File: src/rtl/pwtm_pkg.sv
package pwtm_pkg;

  // Pedal sample width, unsigned fixed point
  localparam int SAMPLE_W = 16;

  // Channels handled side by side: throttle, brake
  localparam int LANES = 2;

  // Payload width of one beat on either stream
  localparam int DATA_W = SAMPLE_W * LANES;

  // Default window length
  localparam int WINDOW_LEN_DEF = 8;

  typedef logic [SAMPLE_W-1:0] sample_t;

endpackage

File: src/rtl/pedal_window_trimmed_mean_core.sv
// Pedal filter: every input beat shifts one throttle and one brake sample into
// per-channel windows of the last WINDOW_LEN samples (zero after reset). Each
// output beat gives, per channel, the common value when the whole window is
// equal, else the truncated mean of the samples strictly below the window
// maximum. One beat in gives exactly one beat out. The block works on one beat
// at a time: in_tready is low from the accepted input beat until the result is
// loaded into the output register, and comes back in that same cycle, when
// out_tvalid is set. The window is rotated past one compare/add unit per
// channel twice (a max/equality scan, then a below-max sum), followed by a
// bit-serial restoring divide, one quotient bit per cycle, and a done state
// that loads the output register once it is free. A finished result sits in
// the output register, so the next beat is accepted while it waits to be taken.
module pedal_window_trimmed_mean_core #(
  parameter int WINDOW_LEN = pwtm_pkg::WINDOW_LEN_DEF
) (
  input  logic                       clk,
  input  logic                       rst_n,
  input  logic                       in_tvalid,
  output logic                       in_tready,
  input  logic [pwtm_pkg::DATA_W-1:0] in_tdata,   // [15:0] throttle_sample, [31:16] brake_sample
  output logic                       out_tvalid,
  input  logic                       out_tready,
  output logic [pwtm_pkg::DATA_W-1:0] out_tdata   // [15:0] throttle_filtered, [31:16] brake_filtered
);

  localparam int SW       = pwtm_pkg::SAMPLE_W;
  localparam int NL       = pwtm_pkg::LANES;
  localparam int SUM_W    = SW + $clog2(WINDOW_LEN);
  localparam int CNT_W    = $clog2(WINDOW_LEN);
  localparam int STEP_MAX = (WINDOW_LEN > SUM_W) ? WINDOW_LEN : SUM_W;
  localparam int STEP_W   = $clog2(STEP_MAX);

  typedef enum logic [4:0] {
    ST_IDLE = 5'b00001,
    ST_SCAN = 5'b00010,
    ST_SUM  = 5'b00100,
    ST_DIV  = 5'b01000,
    ST_DONE = 5'b10000
  } state_t;

  state_t                         state_r, state_nxt;
  logic [STEP_W-1:0]              step_r, step_nxt;
  pwtm_pkg::sample_t              win_r   [NL][WINDOW_LEN];
  pwtm_pkg::sample_t              win_nxt [NL][WINDOW_LEN];
  pwtm_pkg::sample_t              top_r   [NL];
  pwtm_pkg::sample_t              top_nxt [NL];
  pwtm_pkg::sample_t              ref_r   [NL];
  pwtm_pkg::sample_t              ref_nxt [NL];
  logic [NL-1:0]                  same_r, same_nxt;
  logic [SUM_W-1:0]               sum_r   [NL];
  logic [SUM_W-1:0]               sum_nxt [NL];
  logic [CNT_W-1:0]               cnt_r   [NL];
  logic [CNT_W-1:0]               cnt_nxt [NL];
  logic [SUM_W-1:0]               quo_r   [NL];
  logic [SUM_W-1:0]               quo_nxt [NL];
  logic [CNT_W-1:0]               rem_r   [NL];
  logic [CNT_W-1:0]               rem_nxt [NL];
  logic                           out_valid_r, out_valid_nxt;
  logic [pwtm_pkg::DATA_W-1:0]    out_data_r, out_data_nxt;

  pwtm_pkg::sample_t              tap     [NL];
  logic [SUM_W-1:0]               sum_add [NL];
  logic [CNT_W-1:0]               cnt_add [NL];
  logic [CNT_W:0]                 trial   [NL];
  logic                           fits    [NL];
  logic                           last_win;
  logic                           last_div;

  // Fixed read tap: the window rotates past it
  always_comb begin
    for (int l = 0; l < NL; l++) begin
      tap[l]     = win_r[l][WINDOW_LEN-1];
      sum_add[l] = (tap[l] < top_r[l]) ? sum_r[l] + SUM_W'(tap[l]) : sum_r[l];
      cnt_add[l] = (tap[l] < top_r[l]) ? cnt_r[l] + CNT_W'(1) : cnt_r[l];
      trial[l]   = {rem_r[l], quo_r[l][SUM_W-1]};
      fits[l]    = trial[l] >= {1'b0, cnt_r[l]};
    end
  end

  assign last_win = (step_r == STEP_W'(WINDOW_LEN - 1));
  assign last_div = (step_r == STEP_W'(SUM_W - 1));

  // Sequencer and shared datapath
  always_comb begin
    state_nxt     = state_r;
    step_nxt      = step_r;
    win_nxt       = win_r;
    top_nxt       = top_r;
    ref_nxt       = ref_r;
    same_nxt      = same_r;
    sum_nxt       = sum_r;
    cnt_nxt       = cnt_r;
    quo_nxt       = quo_r;
    rem_nxt       = rem_r;
    out_valid_nxt = out_valid_r;
    out_data_nxt  = out_data_r;

    if (out_valid_r && out_tready) begin
      out_valid_nxt = 1'b0;
    end

    unique case (state_r)
      ST_IDLE: begin
        if (in_tvalid) begin
          // shift new sample in at position 0
          for (int l = 0; l < NL; l++) begin
            win_nxt[l][0] = in_tdata[l*SW +: SW];
            for (int k = 1; k < WINDOW_LEN; k++) begin
              win_nxt[l][k] = win_r[l][k-1];
            end
          end
          step_nxt  = '0;
          state_nxt = ST_SCAN;
        end
      end
      ST_SCAN: begin
        // pass 1: window maximum and all-equal check
        for (int l = 0; l < NL; l++) begin
          win_nxt[l][0] = tap[l];
          for (int k = 1; k < WINDOW_LEN; k++) begin
            win_nxt[l][k] = win_r[l][k-1];
          end
          if (step_r == '0) begin
            top_nxt[l]  = tap[l];
            ref_nxt[l]  = tap[l];
            same_nxt[l] = 1'b1;
          end else begin
            if (tap[l] > top_r[l]) begin
              top_nxt[l] = tap[l];
            end
            if (tap[l] != ref_r[l]) begin
              same_nxt[l] = 1'b0;
            end
          end
          sum_nxt[l] = '0;
          cnt_nxt[l] = '0;
        end
        if (last_win) begin
          step_nxt  = '0;
          state_nxt = ST_SUM;
        end else begin
          step_nxt = step_r + STEP_W'(1);
        end
      end
      ST_SUM: begin
        // pass 2: sum and count of samples below the maximum
        for (int l = 0; l < NL; l++) begin
          win_nxt[l][0] = tap[l];
          for (int k = 1; k < WINDOW_LEN; k++) begin
            win_nxt[l][k] = win_r[l][k-1];
          end
          sum_nxt[l] = sum_add[l];
          cnt_nxt[l] = cnt_add[l];
          quo_nxt[l] = sum_add[l];
          rem_nxt[l] = '0;
        end
        if (last_win) begin
          step_nxt  = '0;
          state_nxt = ST_DIV;
        end else begin
          step_nxt = step_r + STEP_W'(1);
        end
      end
      ST_DIV: begin
        // restoring divide, one quotient bit per cycle
        for (int l = 0; l < NL; l++) begin
          rem_nxt[l] = fits[l] ? CNT_W'(trial[l] - {1'b0, cnt_r[l]}) : trial[l][CNT_W-1:0];
          quo_nxt[l] = {quo_r[l][SUM_W-2:0], fits[l]};
        end
        if (last_div) begin
          step_nxt  = '0;
          state_nxt = ST_DONE;
        end else begin
          step_nxt = step_r + STEP_W'(1);
        end
      end
      ST_DONE: begin
        // load output register once it is free
        if (!out_valid_r || out_tready) begin
          for (int l = 0; l < NL; l++) begin
            out_data_nxt[l*SW +: SW] = same_r[l] ? ref_r[l] : quo_r[l][SW-1:0];
          end
          out_valid_nxt = 1'b1;
          state_nxt     = ST_IDLE;
        end
      end
      default: begin
        state_nxt = ST_IDLE;
      end
    endcase
  end

  // Control and window state
  always_ff @(posedge clk) begin
    if (!rst_n) begin
      state_r     <= ST_IDLE;
      step_r      <= '0;
      out_valid_r <= 1'b0;
      for (int l = 0; l < NL; l++) begin
        for (int k = 0; k < WINDOW_LEN; k++) begin
          win_r[l][k] <= '0;
        end
      end
    end else begin
      state_r     <= state_nxt;
      step_r      <= step_nxt;
      out_valid_r <= out_valid_nxt;
      win_r       <= win_nxt;
    end
  end

  // Datapath registers
  always_ff @(posedge clk) begin
    top_r      <= top_nxt;
    ref_r      <= ref_nxt;
    same_r     <= same_nxt;
    sum_r      <= sum_nxt;
    cnt_r      <= cnt_nxt;
    quo_r      <= quo_nxt;
    rem_r      <= rem_nxt;
    out_data_r <= out_data_nxt;
  end

  assign in_tready  = (state_r == ST_IDLE);
  assign out_tvalid = out_valid_r;
  assign out_tdata  = out_data_r;

endmodule
File: config.mk
export PLATFORM = sky130hd
export DESIGN_NAME = pedal_window_trimmed_mean_core
export DESIGN_NICKNAME = d
export VERILOG_FILES = /design/src/rtl/pwtm_pkg.sv /design/src/rtl/pedal_window_trimmed_mean_core.sv
export SDC_FILE = /design/constraint.sdc
export NUM_CORES = 1
export LEC_CHECK = 0
export BUFFER_PORTS_ARGS = -buffer_cell sky130_fd_sc_hd__buf_4
export CAP_MARGIN = 20
export CORE_MARGIN = 10
export CORE_UTILIZATION = 30
export CTS_BUF_LIST = sky130_fd_sc_hd__clkbuf_4
export CTS_CLUSTER_DIAMETER = 100
export CTS_CLUSTER_SIZE = 30
export DETAILED_ROUTE_END_ITERATION = 6
export PLACE_DENSITY_LB_ADDON = 0.05
export SLEW_MARGIN = 20
export SYNTH_ARGS = -nofsm -noshare
export SYNTH_HDL_FRONTEND = slang
export SYNTH_SLANG_ARGS = --single-unit
File: constraint.sdc
create_clock -name clk -period 4.2 [get_ports clk]
set_input_delay 0.42 -clock clk [delete_from_list [all_inputs] [get_ports clk]]
set_output_delay 0.42 -clock clk [all_outputs]
set_load 0.01 [all_outputs]
==> results summary, run 1 <==
The total global routing overflow came out at 0. In this run switching power makes up 33.87% of total power. In this run the worst hold path is classified as in2reg. The count of H-tree levels built during CTS is 1.

The required time of the worst setup path is 4750 ps. Across the VDD grid, the largest voltage drop is 0.2637 mV. The number of hold buffers added after cts is 35. The cell depth of the worst hold path came out at 4. The number of primary I/O pins is 70. Synthesis produced 2068 cells. The number of global-route vias before repair is 13.27k. The total via count after detailed routing came out at 14.04k.

The routed via count divided by cell count came out at 4.701. The internal power consumption is 5.962 mW. The maximum buffer depth of the clock tree is 3. In this run the post-CTS setup repair buffer count came out at 0. Of all nets on the critical path, the largest fanout is 16. The portion of total power attributed to the clock network is 22.6%.

The overall die area is 0.07623 sq mm. The horizontal extent of the die is 276.1 um. STA classifies the critical path endpoint as a flip-flop.

The area of the core came out at 0.06470 sq mm. The worst setup path is of the reg2reg kind. The effective utilization at floorplan came out at 30.41%. Sequential cells account for 57.0% of the total power. The ratio of final minimum period to clock period came out at 71.48%. The initial antenna violation count came out at 1. The setup slack after placement is 1185 ps. The leakage power came out at 7.807 nW. The number of setup violations in the final report came out at 0. The post-route minimum period is 3002 ps.

The number of rows created at floorplan came out at 93. The final-stage net count came out at 2229. The sequential cells in the finished layout cover a total of 0.01093 sq mm.

Buffers inserted during clock tree synthesis total 23. The combinational cell fraction of total power came out at 20.5%. The wire length per cell after detailed routing came out at 16.48 um. The run finished with clean final reports.

In the global route stage, overall resource usage came out at 12.34%. After detailed placement, the design holds a cell count of 2909. Based on the critical path, the design can be clocked at up to 0.3331 GHz. The total area of multi-input combinational cells came out at 0.008063 sq mm.

For this design the total switching power over the nets is 3.054 mW. In the final layout, the share of cells above drive strength 1 is 9.437%. Ranked by total cell area, the synthesized netlist is headed by sky130_fd_sc_hd__edfxtp_1, sky130_fd_sc_hd__dfxtp_1, sky130_fd_sc_hd__nand2_1. The number of DRC violations after detailed routing came out at 0. The proportion of synthesized flip-flops having asynchronous set or reset came out at 0%. The worst endpoint data arrival time is 3550 ps. In this run the remaining antenna-violating nets after routing total 0.

The flip-flop and latch count after synthesis came out at 453. The final count of hold timing violations came to 0. The clock reaches the later pin of the worst-skew pair after 890 ps. The total clock sinks is 453.

Setup repair after global routing left no endpoint under its margin. After synthesis the cells add up to 0.01968 sq mm. The minimum hold slack came out at 335.6 ps.

The dominant synthesized flop cell is sky130_fd_sc_hd__dfxtp_1. The total iterations of the first detailed-routing run is 5. STA classifies the critical path startpoint as a flip-flop. Counting flops with a built-in enable in the synthesized netlist gives 186. Setup total negative slack on the finished layout was measured at 0 ps.

In this run the mean area of a mapped cell was 9.515 sq um. At the end of routability-driven placement, the weighted congestion stood at 0.8147. The wire-length estimate of the detail-placed layout is 32150 um.

In this run the biggest area consumer among cell types represents 28.39% of the synthesized area. The post-layout worst setup margin came out at 1198 ps. The final instance count without filler cells is 2986.

Clock-pin slew was measured on the worst setup and hold paths at 290 ps. The final-report max-slew violation count is 0. The Yosys warning count is 0.

The number of distinct library cell variants in the gate-level netlist after synthesis is 70. Wires add up to 49220 um. The max capacitance violation total came out at 0. The first-pass GRT wire length is 78030 um. The number of buffer cells added on primary ports came out at 69. The count of cells resized by post-cts repair is 0.

The buffer cell driving the clock tree root is sky130_fd_sc_hd__clkbuf_4. The sequential cell area fraction in the yosys report is 55.55%. TritonCTS built the clock tree. The power density of the placed cells is 411.6 mW/mm^2. The final worst clock skew is 96.02 ps. The number of cell instances on the worst register-to-register path is 10.

The measured slew at the worst slew-check pin came out at 1011 ps. The number of filler cells placed in the layout came out at 6748. The relative slew slack came out at 32.50%. The synthesized design spends more area on one cell type than any other, namely sky130_fd_sc_hd__edfxtp_1.

Entering global routing, the biggest net connects 97 pins. The detailed router's first-iteration violation count came out at 951. From bottom edge to top edge, the die measures 276.1 um. From synthesis to final layout, the design area changed by 11.31%. The net count after synthesis is 2183.
[final timing paths]
check          endpoint  slack, ps    startpoint
max reg2reg   top_r[26]       1200       tap[31]
max           top_r[26]       1200       tap[31]
min          win_r[125]        340  in_tdata[29]
min reg2reg   win_r[57]        430     win_r[73]
[state kept, by name (all words and copies together), names as in the netlist]
signal / flops
sum_r: 38
top_r: 32
cnt_r: 6
state_r: 5
win_r: 224
out_tdata: 32
tap: 32
rem_r: 6
ref_r: 32
quo_r: 38
out_tvalid: 1
same_r: 2
step_r: 5
[power by group through the flow]
stage / Sequential (mW) / Clock (mW) / Combinational, mW
floorplan: 5.15 / 0 / 1.36
global placement: 5.23 / 0 / 1.86
detailed placement: 5.23 / 0 / 1.86
CTS: 5.14 / 2.18 / 1.89
global route: 5.18 / 2.31 / 2.08
finish: 5.14 / 2.03 / 1.84
[cell type report]
cell class              count  area share (%)
repair buffers            136           5.405
diodes                      1         0.01143
well taps                 855           4.885
clock inverters            17           1.051
multi-input cells        1437           36.81
inverters                  63           1.103
clock buffers              24          0.8227
flip-flops and latches    453           49.91
[layout by cell type, fill, tap and decap left out, types with 8 or more instances in the layout]
cell type                         n
sky130_fd_sc_hd__o21ai_0         18
sky130_fd_sc_hd__nand4_1         10
sky130_fd_sc_hd__nor2_1         159
sky130_fd_sc_hd__ha_1            75
sky130_fd_sc_hd__mux2_2          32
sky130_fd_sc_hd__buf_4           95
sky130_fd_sc_hd__a211oi_1        10
sky130_fd_sc_hd__dfxtp_1        267
sky130_fd_sc_hd__a21o_1          15
sky130_fd_sc_hd__clkbuf_4        24
sky130_fd_sc_hd__a21oi_1        274
sky130_fd_sc_hd__xnor2_1         50
sky130_fd_sc_hd__nand3_1         14
sky130_fd_sc_hd__mux2i_1         15
sky130_fd_sc_hd__o21a_1           8
sky130_fd_sc_hd__inv_1           58
sky130_fd_sc_hd__nor3_1          21
sky130_fd_sc_hd__a311oi_1        32
sky130_fd_sc_hd__dlygate4sd3_1   35
sky130_fd_sc_hd__nand2_1        550
sky130_fd_sc_hd__xor2_1          12
sky130_fd_sc_hd__a21boi_0        36
sky130_fd_sc_hd__a21boi_1         9
sky130_fd_sc_hd__edfxtp_1       186
[through the flow]
stage                     instance area (sq um)  util (%)  total power, mW
after floorplan                           19680         -            6.513
after global placement                    21140     32.67            7.093
after detailed placement                  21140     32.67            7.084
after CTS                                 21900     33.85            9.210
after global routing                      21900     33.85            9.577
final                                     21900     33.85            9.016
[cell usage after synthesis (2+ instances only)]
master                      number
sky130_fd_sc_hd__or3_1           2
sky130_fd_sc_hd__nand3b_1        5
sky130_fd_sc_hd__a31oi_1         5
sky130_fd_sc_hd__mux2_2         32
sky130_fd_sc_hd__dfxtp_1       267
sky130_fd_sc_hd__a21boi_1        9
sky130_fd_sc_hd__nor2_1        159
sky130_fd_sc_hd__inv_1          59
sky130_fd_sc_hd__and3_1          5
sky130_fd_sc_hd__xor2_1         12
sky130_fd_sc_hd__a21o_1         15
sky130_fd_sc_hd__xnor2_1        50
sky130_fd_sc_hd__o31a_1          2
sky130_fd_sc_hd__a21oi_1       274
sky130_fd_sc_hd__buf_1           8
sky130_fd_sc_hd__a21oi_2         2
sky130_fd_sc_hd__inv_2           4
sky130_fd_sc_hd__o21ai_0        18
sky130_fd_sc_hd__clkbuf_1       60
sky130_fd_sc_hd__nand2_1       552
sky130_fd_sc_hd__ha_1           75
sky130_fd_sc_hd__o21a_1          8
sky130_fd_sc_hd__nand2b_1        5
sky130_fd_sc_hd__a211oi_1       10
sky130_fd_sc_hd__nand4_1        10
sky130_fd_sc_hd__a211o_1         4
sky130_fd_sc_hd__edfxtp_1      186
sky130_fd_sc_hd__a311oi_1       32
sky130_fd_sc_hd__nor3_1         21
sky130_fd_sc_hd__nor2b_1         9
sky130_fd_sc_hd__and2_1          4
sky130_fd_sc_hd__o2111ai_1       3
sky130_fd_sc_hd__fa_1            4
sky130_fd_sc_hd__mux2i_1        15
sky130_fd_sc_hd__o21ai_1         7
sky130_fd_sc_hd__nand3_1        15
sky130_fd_sc_hd__o211ai_2        2
sky130_fd_sc_hd__nor3b_1         2
sky130_fd_sc_hd__buf_2          47
sky130_fd_sc_hd__o21bai_1        4
sky130_fd_sc_hd__a21boi_0       36
[cells by family after synthesis]
family | after synthesis | share of synthesized area [%]
flops | 453 | 55.55
simple gates | 801 | 16.37
mux | 47 | 2.594
fa+ha+maj | 79 | 5.176
buf+inv | 178 | 3.695
xor+xnor | 62 | 2.760
compound gates | 448 | 13.85
[per-layer routing]
layer	wire [um]	global-route usage (%)	vias up
met4	571	2.096	0
met2	21080	18.33	152
li1	-	-	7166
met5	0	0	-
met3	1322	1.343	27
met1	26240	18.98	6693
[critical path, stage by stage, from the launching register on]
cell,delay (ps)
sky130_fd_sc_hd__dfxtp_1,460
sky130_fd_sc_hd__ha_1,330
sky130_fd_sc_hd__nand3_1,100
sky130_fd_sc_hd__nor3_1,280
sky130_fd_sc_hd__nor3b_1,300
sky130_fd_sc_hd__a221oi_1,170
sky130_fd_sc_hd__nand3_1,310
sky130_fd_sc_hd__buf_4,280
sky130_fd_sc_hd__a21oi_1,90
sky130_fd_sc_hd__nor2_1,100
sky130_fd_sc_hd__buf_4,280
Power figures use the tool's default switching activity.
==> run 2: changes to the inputs <==
clock period = 2.75 ns   (was 4.2 ns; I/O delays follow)
==> run 2 against run 1 <==
Non-clock buffer count is 74 higher. Clock power is 34% higher. Critical path type unchanged. Sequential share of layout area is 1.6 points lower. Hold slack worse by 170 ps. Combinational power is 78% higher. Die area stayed put. Clock skew is 2.5 ps higher. Via count is 1.1% higher. Core utilization is 1.2 points higher. Highest routed layer unchanged. Register-to-register slack worse by 1200 ps. Flip-flop and latch count stayed put. Worst setup slack worse by 1200 ps.
==> results summary, run 2 (synthesis gave the netlist of run 1 again) <==
The total iterations of the first detailed-routing run came out at 5 (unchanged). The total track usage came out at 12.46% (+0.12 points). The final instance count without filler cells is 3055 (+2.3%). The worst hold path belongs to the class in2reg. The clock transition at the registers of the reported paths is 290 ps (about the same). The effective utilization at floorplan came out at 30.41% (unchanged). The total global routing overflow came out at 0 (unchanged). The number of buffer cells added on primary ports is 69 (unchanged). The number of setup violations in the final report came out at 0 (unchanged). The maximum buffer depth of the clock tree came out at 3 (unchanged). The die span in y is 276.1 um (unchanged).

The pin count of the biggest net entering global routing was 91 (-6.2%). The post-route minimum period came out at 2703 ps (-299.1 ps). The critical path is of the reg2reg type. The power density of the placed cells was 609.8 mW/mm^2 (+48%).

TritonCTS built the clock tree. The sum of net half-perimeters after detailed placement is 32160 um (about the same). The total area of multi-input combinational cells came to 0.008208 sq mm (+1.8%).

The routed via count divided by cell count came out at 4.648 (-1.1%). The final total negative setup slack was 0 ps (unchanged). The sort of element at the start of the critical path is a flip-flop.

The horizontal extent of the die is 276.1 um (unchanged). The number of buffers added by the clock tree synthesis step is 21 (-8.7%). The flow ran to the end, and the final reports show no timing, DRC or antenna violations. The post-detailed-route count of antenna-violating nets is 0 (unchanged). The area occupied by registers is 0.01094 sq mm (+0.10%). In the final layout, the registers with the most flip-flops are win_r: 224 flops, quo_r: 38 flops, sum_r: 38 flops. The leakage power came to 8.235 nW (+5.5%). The library cells used most frequently in the layout, excluding fill and tap cells, are sky130_fd_sc_hd__nand2_1, sky130_fd_sc_hd__a21oi_1, sky130_fd_sc_hd__dfxtp_1. Setup repair after global routing could not meet its margin everywhere. The count of H-tree levels built during CTS was 1 (unchanged). The total detailed-routing wirelength came out at 50100 um (+1.8%).

The number of global-route vias before repair came out at 13.56k (+2.2%). The largest register by flop count is win_r. The first-pass GRT wire length is 79150 um (+1.4%). The overall die area is 0.07623 sq mm (unchanged). The initial antenna violation count came out at 3 (+2). The tree is rooted in a sky130_fd_sc_hd__clkbuf_4. The number of flip-flops in the largest register was 224 (unchanged).

The relative slew slack came out at 55.60% (+23 points). The library cell used most frequently in the layout, excluding fill and tap cells, is sky130_fd_sc_hd__nand2_1. The max capacitance violation total came out at 0 (unchanged). The number of rows created at floorplan came out at 93 (unchanged). The final count of hold timing violations is 0 (unchanged). The number of primary I/O pins is 70 (unchanged). The wire length per cell after detailed routing came to 16.40 um (-0.51%).

The insertion delay to the later sink of the worst-skew pair came out at 900 ps (about the same). The total cell area at the placement stage is 0.02156 sq mm (+2.0%). The kind of end point of the critical path is a flip-flop. The measured slew at the worst slew-check pin came out at 666.1 ps (-345.0 ps). The minimum hold slack came to 164.6 ps (-171.0 ps).

The number of filler cells placed in the layout came out at 6734 (-0.21%). The total via count after detailed routing was 14.20k (+1.1%). The final-report max-slew violation count is 0 (unchanged). The maximum fanout along the worst path was 35 (+19). The final-stage net count was 2301 (+3.2%).

The proportion of layout cells with a drive suffix above 1 came out at 12.88% (+3.4 points). The number of cells after detailed placement came out at 2958 (+1.7%). The ratio of final minimum period to clock period is 98.30% (+27 points). The maximum VDD drop came out at 0.3495 mV (+33%).

The total clock sinks is 453 (unchanged). The area of the core came out at 0.06470 sq mm (unchanged). The worst endpoint data arrival time came out at 3500 ps (-50 ps). The required time of the worst setup path is 3540 ps (-1210 ps). The number of DRC violations after detailed routing is 0 (unchanged). The layout overhead on the synthesized area is 15.22%. The final worst clock skew was 98.49 ps (+2.472 ps). The upper clock frequency limit is 0.3699 GHz (+11%). The detailed router's first-iteration violation count is 963 (+1.3%). The final design instance area without fill came out at 0.02267 sq mm (+3.5%). The global placer's final weighted congestion is 0.7928 (-2.7%).
[run 2: changes by cell type in the layout (fill, tap and decap cells not counted), moves of 4 or more]
| cell | before | now |
|---|---|---|
| sky130_fd_sc_hd__buf_4 | 95 | 143 |
| sky130_fd_sc_hd__dfxtp_1 | 267 | 260 |
| sky130_fd_sc_hd__dfxtp_2 | 0 | 6 |
| sky130_fd_sc_hd__dlygate4sd3_1 | 35 | 52 |
| sky130_fd_sc_hd__nor3_1 | 21 | 17 |
| sky130_fd_sc_hd__nor3_2 | 1 | 5 |
[run 2: where the power goes]
part           internal, mW  switching, mW
registers              7.54          0.290
clock network         0.504           2.22
logic                  1.13           2.14
total                  9.18           4.65
[run 2: repair_timing]
| item | 4_1_cts | 5_1_grt |
|---|---|---|
| gates cloned | 0 | 3 |
| hold buffers | 52 | 0 |
| setup buffers | 0 | 5 |
| hold endpoints to repair | 166 | 0 |
| setup endpoints to repair | 1 | 103 |
| pin swaps | 0 | 12 |
| resized for setup | 1 | 38 |
[run 2: worst paths after layout]
kind / cells past startpoint / startpoint / slack (ps) / endpoint
worst min-delay path: 4 / in_tdata[13] / 160 / win_r[253]
worst min register to register: 2 / win_r[60] / 400 / win_r[44]
worst max-delay path: 7 / state_r[4] / 50 / win_r[126]
worst max register to register: 7 / state_r[4] / 50 / win_r[126]
[run 2: per-layer routing]
layer | share of wire (%) | global-route usage [%] | vias up | wire [um]
met3 | 2.7 | 1.226 | 32 | 1344
met2 | 43 | 18.75 | 153 | 21450
met1 | 53 | 18.94 | 6715 | 26560
met4 | 1.5 | 2.404 | 0 | 750
li1 | - | - | 7299 | -
met5 | 0 | 0 | - | 0
[run 2: layout make-up]
class	count	share of cell area (%)
Sequential cell	453	48.26
Clock buffer	24	0.7947
Multi-Input combinational cell	1437	36.20
Inverter	63	1.065
Tap cell	855	4.719
Clock inverter	11	0.4912
Antenna cell	2	0.02208
Timing Repair Buffer	210	8.444
[run 2: metrics by stage]
stage | util, % | worst slack (ps) | total power, mW
2_1_floorplan | - | 24.70 | 9.949
3_3_place_gp | 33.33 | 11.13 | 10.86
3_5_place_dp | 33.33 | 19.37 | 10.87
4_1_cts | 34.58 | 7.807 | 13.84
5_1_grt | 35.04 | -76.99 | 14.71
6_report | 35.04 | 46.84 | 13.82
[run 2: critical path: stages (launching register included)]
cell and delay (ps):
sky130_fd_sc_hd__dfxtp_1 400, sky130_fd_sc_hd__nor3_2 300, sky130_fd_sc_hd__nand2_2 220, sky130_fd_sc_hd__inv_2 140
sky130_fd_sc_hd__buf_4 470, sky130_fd_sc_hd__nand2_1 220, sky130_fd_sc_hd__a311oi_1 290, sky130_fd_sc_hd__dlygate4sd3_1 580
==> run 3: changes to the inputs <==
clock period = 3.04 ns   (was 2.75 ns; I/O delays follow)
==> run 3 against run 2 <==
Routed wire length down 2.3%. Count of clock-buffer cells in the layout unchanged. Critical path depth up 4. Critical path type unchanged.
==> results summary, run 3 (synthesis gave the netlist of run 1 again) <==
The horizontal extent of the die is 276.1 um (unchanged). The total detailed-routing wirelength is 48930 um (-2.3%). From synthesis to final layout, the design area changed by 12.95%. The final-report max-slew violation count is 0 (unchanged). The flow ran to the end, and the final reports show no timing, DRC or antenna violations. The number of rows created at floorplan was 93 (unchanged). The switching share of total power came to 33.49% (-0.14 points). The upper clock frequency limit is 0.3485 GHz (-5.8%). After detailed routing, no signal wire sits above met5.

The proportion of layout cells with a drive suffix above 1 is 10.69% (-2.2 points). The relative slew slack is 37.67% (-18 points). The buffer cell driving the clock tree root is sky130_fd_sc_hd__clkbuf_4. The detailed-routed wire length on met2 was 21080 um (-1.7%). The pin count of the biggest net entering global routing came to 103 (+13%). The total track usage was 12.46% (about the same). The largest register by flop count is win_r. The number of buffers added by the clock tree synthesis step is 23 (+9.5%). The post-layout worst setup margin came out at 170.7 ps (+123.9 ps). The final-stage net count is 2261 (-1.7%). The worst hold-check path type is in2reg. The combinational cell fraction of total power is 21.6% (-2.1 points).

The insertion delay to the later sink of the worst-skew pair came out at 880 ps (-20 ps). The number of flip-flops in the largest register came out at 224 (unchanged). The library cell used most frequently in the layout, excluding fill and tap cells, is sky130_fd_sc_hd__nand2_1. The most repeated library cell on the critical path is sky130_fd_sc_hd__nand3_1. Among all stages on the critical path, the largest delay is contributed by sky130_fd_sc_hd__edfxtp_1. The kind of cell with the highest combined delay along the critical path is compound AO/OA/AOI/OAI gates. The wire length per cell after detailed routing came out at 16.21 um (-1.1%). The total design power came out at 12.60 mW (-8.9%).

The count of buffer and inverter cells on the critical path came out at 1 (-2). The post-detailed-route count of antenna-violating nets came to 0 (unchanged). The first-pass GRT wire length came out at 78690 um (-0.58%). STA classifies the critical path startpoint as a flip-flop. The final worst clock skew is 85.26 ps (-13.23 ps). The area of the core is 0.06470 sq mm (unchanged). The required time of the worst setup path came to 3730 ps (+190 ps). The final standard cell utilization of the core is 34.35% (-0.69 points). The final instance count without filler cells came out at 3018 (-1.2%). The detailed router's first-iteration violation count came out at 944 (-2.0%).

The initial antenna violation count came out at 4 (+1). The CTS tree is built. The total via count after detailed routing is 14.05k (-1.1%). The maximum fanout along the worst path came to 3 (-91%). The total clock sinks is 453 (unchanged). The largest stage delay on the critical path is 470 ps (-110 ps).

Setup repair after global routing left no endpoint under its margin. The number of buffer cells added on primary ports is 69 (unchanged). The measured slew at the worst slew-check pin came to 934.9 ps (+268.9 ps). The setup slack after placement came to 203.5 ps (+184.1 ps). The max capacitance violation total came out at 0 (unchanged).

In the layout the commonest cells are sky130_fd_sc_hd__nand2_1, sky130_fd_sc_hd__a21oi_1, sky130_fd_sc_hd__dfxtp_1. The die span in y is 276.1 um (unchanged). The number of cell instances on the worst register-to-register path came out at 11 (+4).

The overall die area came out at 0.07623 sq mm (unchanged). The number of cells after detailed placement was 2940 (-0.61%). Walking the worst path, the cells encountered are ha_1 > inv_1 > fa_1 > nor2b_1 > o2111ai_1 > nand3_1 > a41oi_2 > nor2_1 > o41ai_2 > mux2i_1 > nand3_1.

The routed via count divided by cell count is 4.655 (+0.16%). The final count of hold timing violations came out at 0 (unchanged). The power density of the placed cells is 567.0 mW/mm^2 (-7.0%). The maximum VDD drop is 0.2855 mV (-18%). The wire length on met3 is 1188 um (-12%). The number of primary I/O pins was 70 (unchanged).

The kind of end point of the critical path is a flip-flop. The leakage power is 8.000 nW (-2.9%). The portion of total power attributed to the clock network came out at 22.2% (+2.5 points).

The ratio of final minimum period to clock period was 94.39% (-3.9 points). The global placer's final weighted congestion came out at 0.7810 (-1.5%). The final total negative setup slack came out at 0 ps (unchanged). The post-route minimum period came out at 2869 ps (+166.1 ps). The cell depth of the worst hold path came out at 4 (unchanged). The met1 routed wirelength after detailed routing came to 26060 um (-1.9%). The maximum buffer depth of the clock tree is 3 (unchanged). The number of DRC violations after detailed routing is 0 (unchanged). The logic depth of the worst path, buffers included came out at 11 (+4). The number of global-route vias before repair is 13.55k (-0.088%).

The type of the worst setup path is reg2reg. The count of H-tree levels built during CTS is 1 (unchanged). The reported net switching power came out at 4.220 mW (-9.2%). The total iterations of the first detailed-routing run is 5 (unchanged).

The internal power consumption came out at 8.380 mW (-8.7%). The effective utilization at floorplan was 30.41% (unchanged). The total global routing overflow is 0 (unchanged). The number of setup violations in the final report was 0 (unchanged).

The sum of net half-perimeters after detailed placement came out at 31990 um (-0.52%). The sequential group share of total power came out at 56.2% (-0.5 points). The largest registers in the layout are win_r: 224 flops, quo_r: 38 flops, sum_r: 38 flops. The worst endpoint data arrival time came to 3560 ps (+60 ps). The clock transition at the registers of the reported paths came to 310 ps (+20 ps).
[run 3: changes by cell type in the layout (fill, tap and decap cells not counted), sizes merged]
cell / delta
buf: -23
bufinv: +2
clkbuf: -3
clkinv: +1
clkinvlp: +1
dlygate4sd3: -16
inv: +1
[run 3: layout make-up]
| class | instances | area, sq um |
|---|---|---|
| Multi-Input combinational cell | 1437 | 8074 |
| Inverter | 63 | 241.5 |
| Clock buffer | 24 | 180.2 |
| Clock inverter | 16 | 234.0 |
| Timing Repair Buffer | 168 | 1489 |
| Antenna cell | 2 | 5.005 |
| Sequential cell | 453 | 10930 |
| Tap cell | 855 | 1070 |
| Fill cell | 6720 | 42470 |
[run 3: stage by stage]
step	hold slack, ps	area (sq um)
after floorplan	431.0	19680
after global placement	438.8	21430
after detailed placement	443.6	21430
after global routing	157.5	22220
final	231.1	22220
after CTS	110.9	22210
[run 3: worst paths after layout]
path,end,slack (ps),from
worst max-delay path,quo_r[14],170,sum_r[0]
worst min register to register,win_r[17],400,win_r[33]
worst min-delay path,win_r[125],230,in_tdata[29]
worst max register to register,quo_r[14],170,sum_r[0]
[run 3: per-layer routing]
metal / vias up / global-route usage, %
li1: 7220 / -
met1: 6662 / 18.87
met2: 128 / 18.88
met3: 33 / 1.343
met4: 6 / 2.068
met5: - / 0
[run 3: worst reg2reg max path, cell delays in order, from the launching register on]
cell,delay (ps)
sky130_fd_sc_hd__edfxtp_1,470
sky130_fd_sc_hd__ha_1,270
sky130_fd_sc_hd__inv_1,90
sky130_fd_sc_hd__fa_1,200
sky130_fd_sc_hd__nor2b_1,80
sky130_fd_sc_hd__o2111ai_1,240
sky130_fd_sc_hd__nand3_1,190
sky130_fd_sc_hd__a41oi_2,310
sky130_fd_sc_hd__nor2_1,140
sky130_fd_sc_hd__o41ai_2,390
sky130_fd_sc_hd__mux2i_1,240
sky130_fd_sc_hd__nand3_1,80
[run 3: what timing repair did]
item | CTS | global route
hold buffers | 36 | 0
buffers inserted | 0 | 0
resized for setup | 0 | 2
endpoints found under the hold margin | 131 | 0
endpoints found under the setup margin | 0 | 1
[run 3: power groups by stage]
stage          clock, mW  combinational (mW)  sequential (mW)
2_1_floorplan          0                1.88             7.12
3_3_place_gp           0                2.75             7.20
3_5_place_dp           0                2.76             7.20
4_1_cts             3.00                2.81             7.08
5_1_grt             3.17                3.09             7.14
6_report            2.80                2.72             7.08
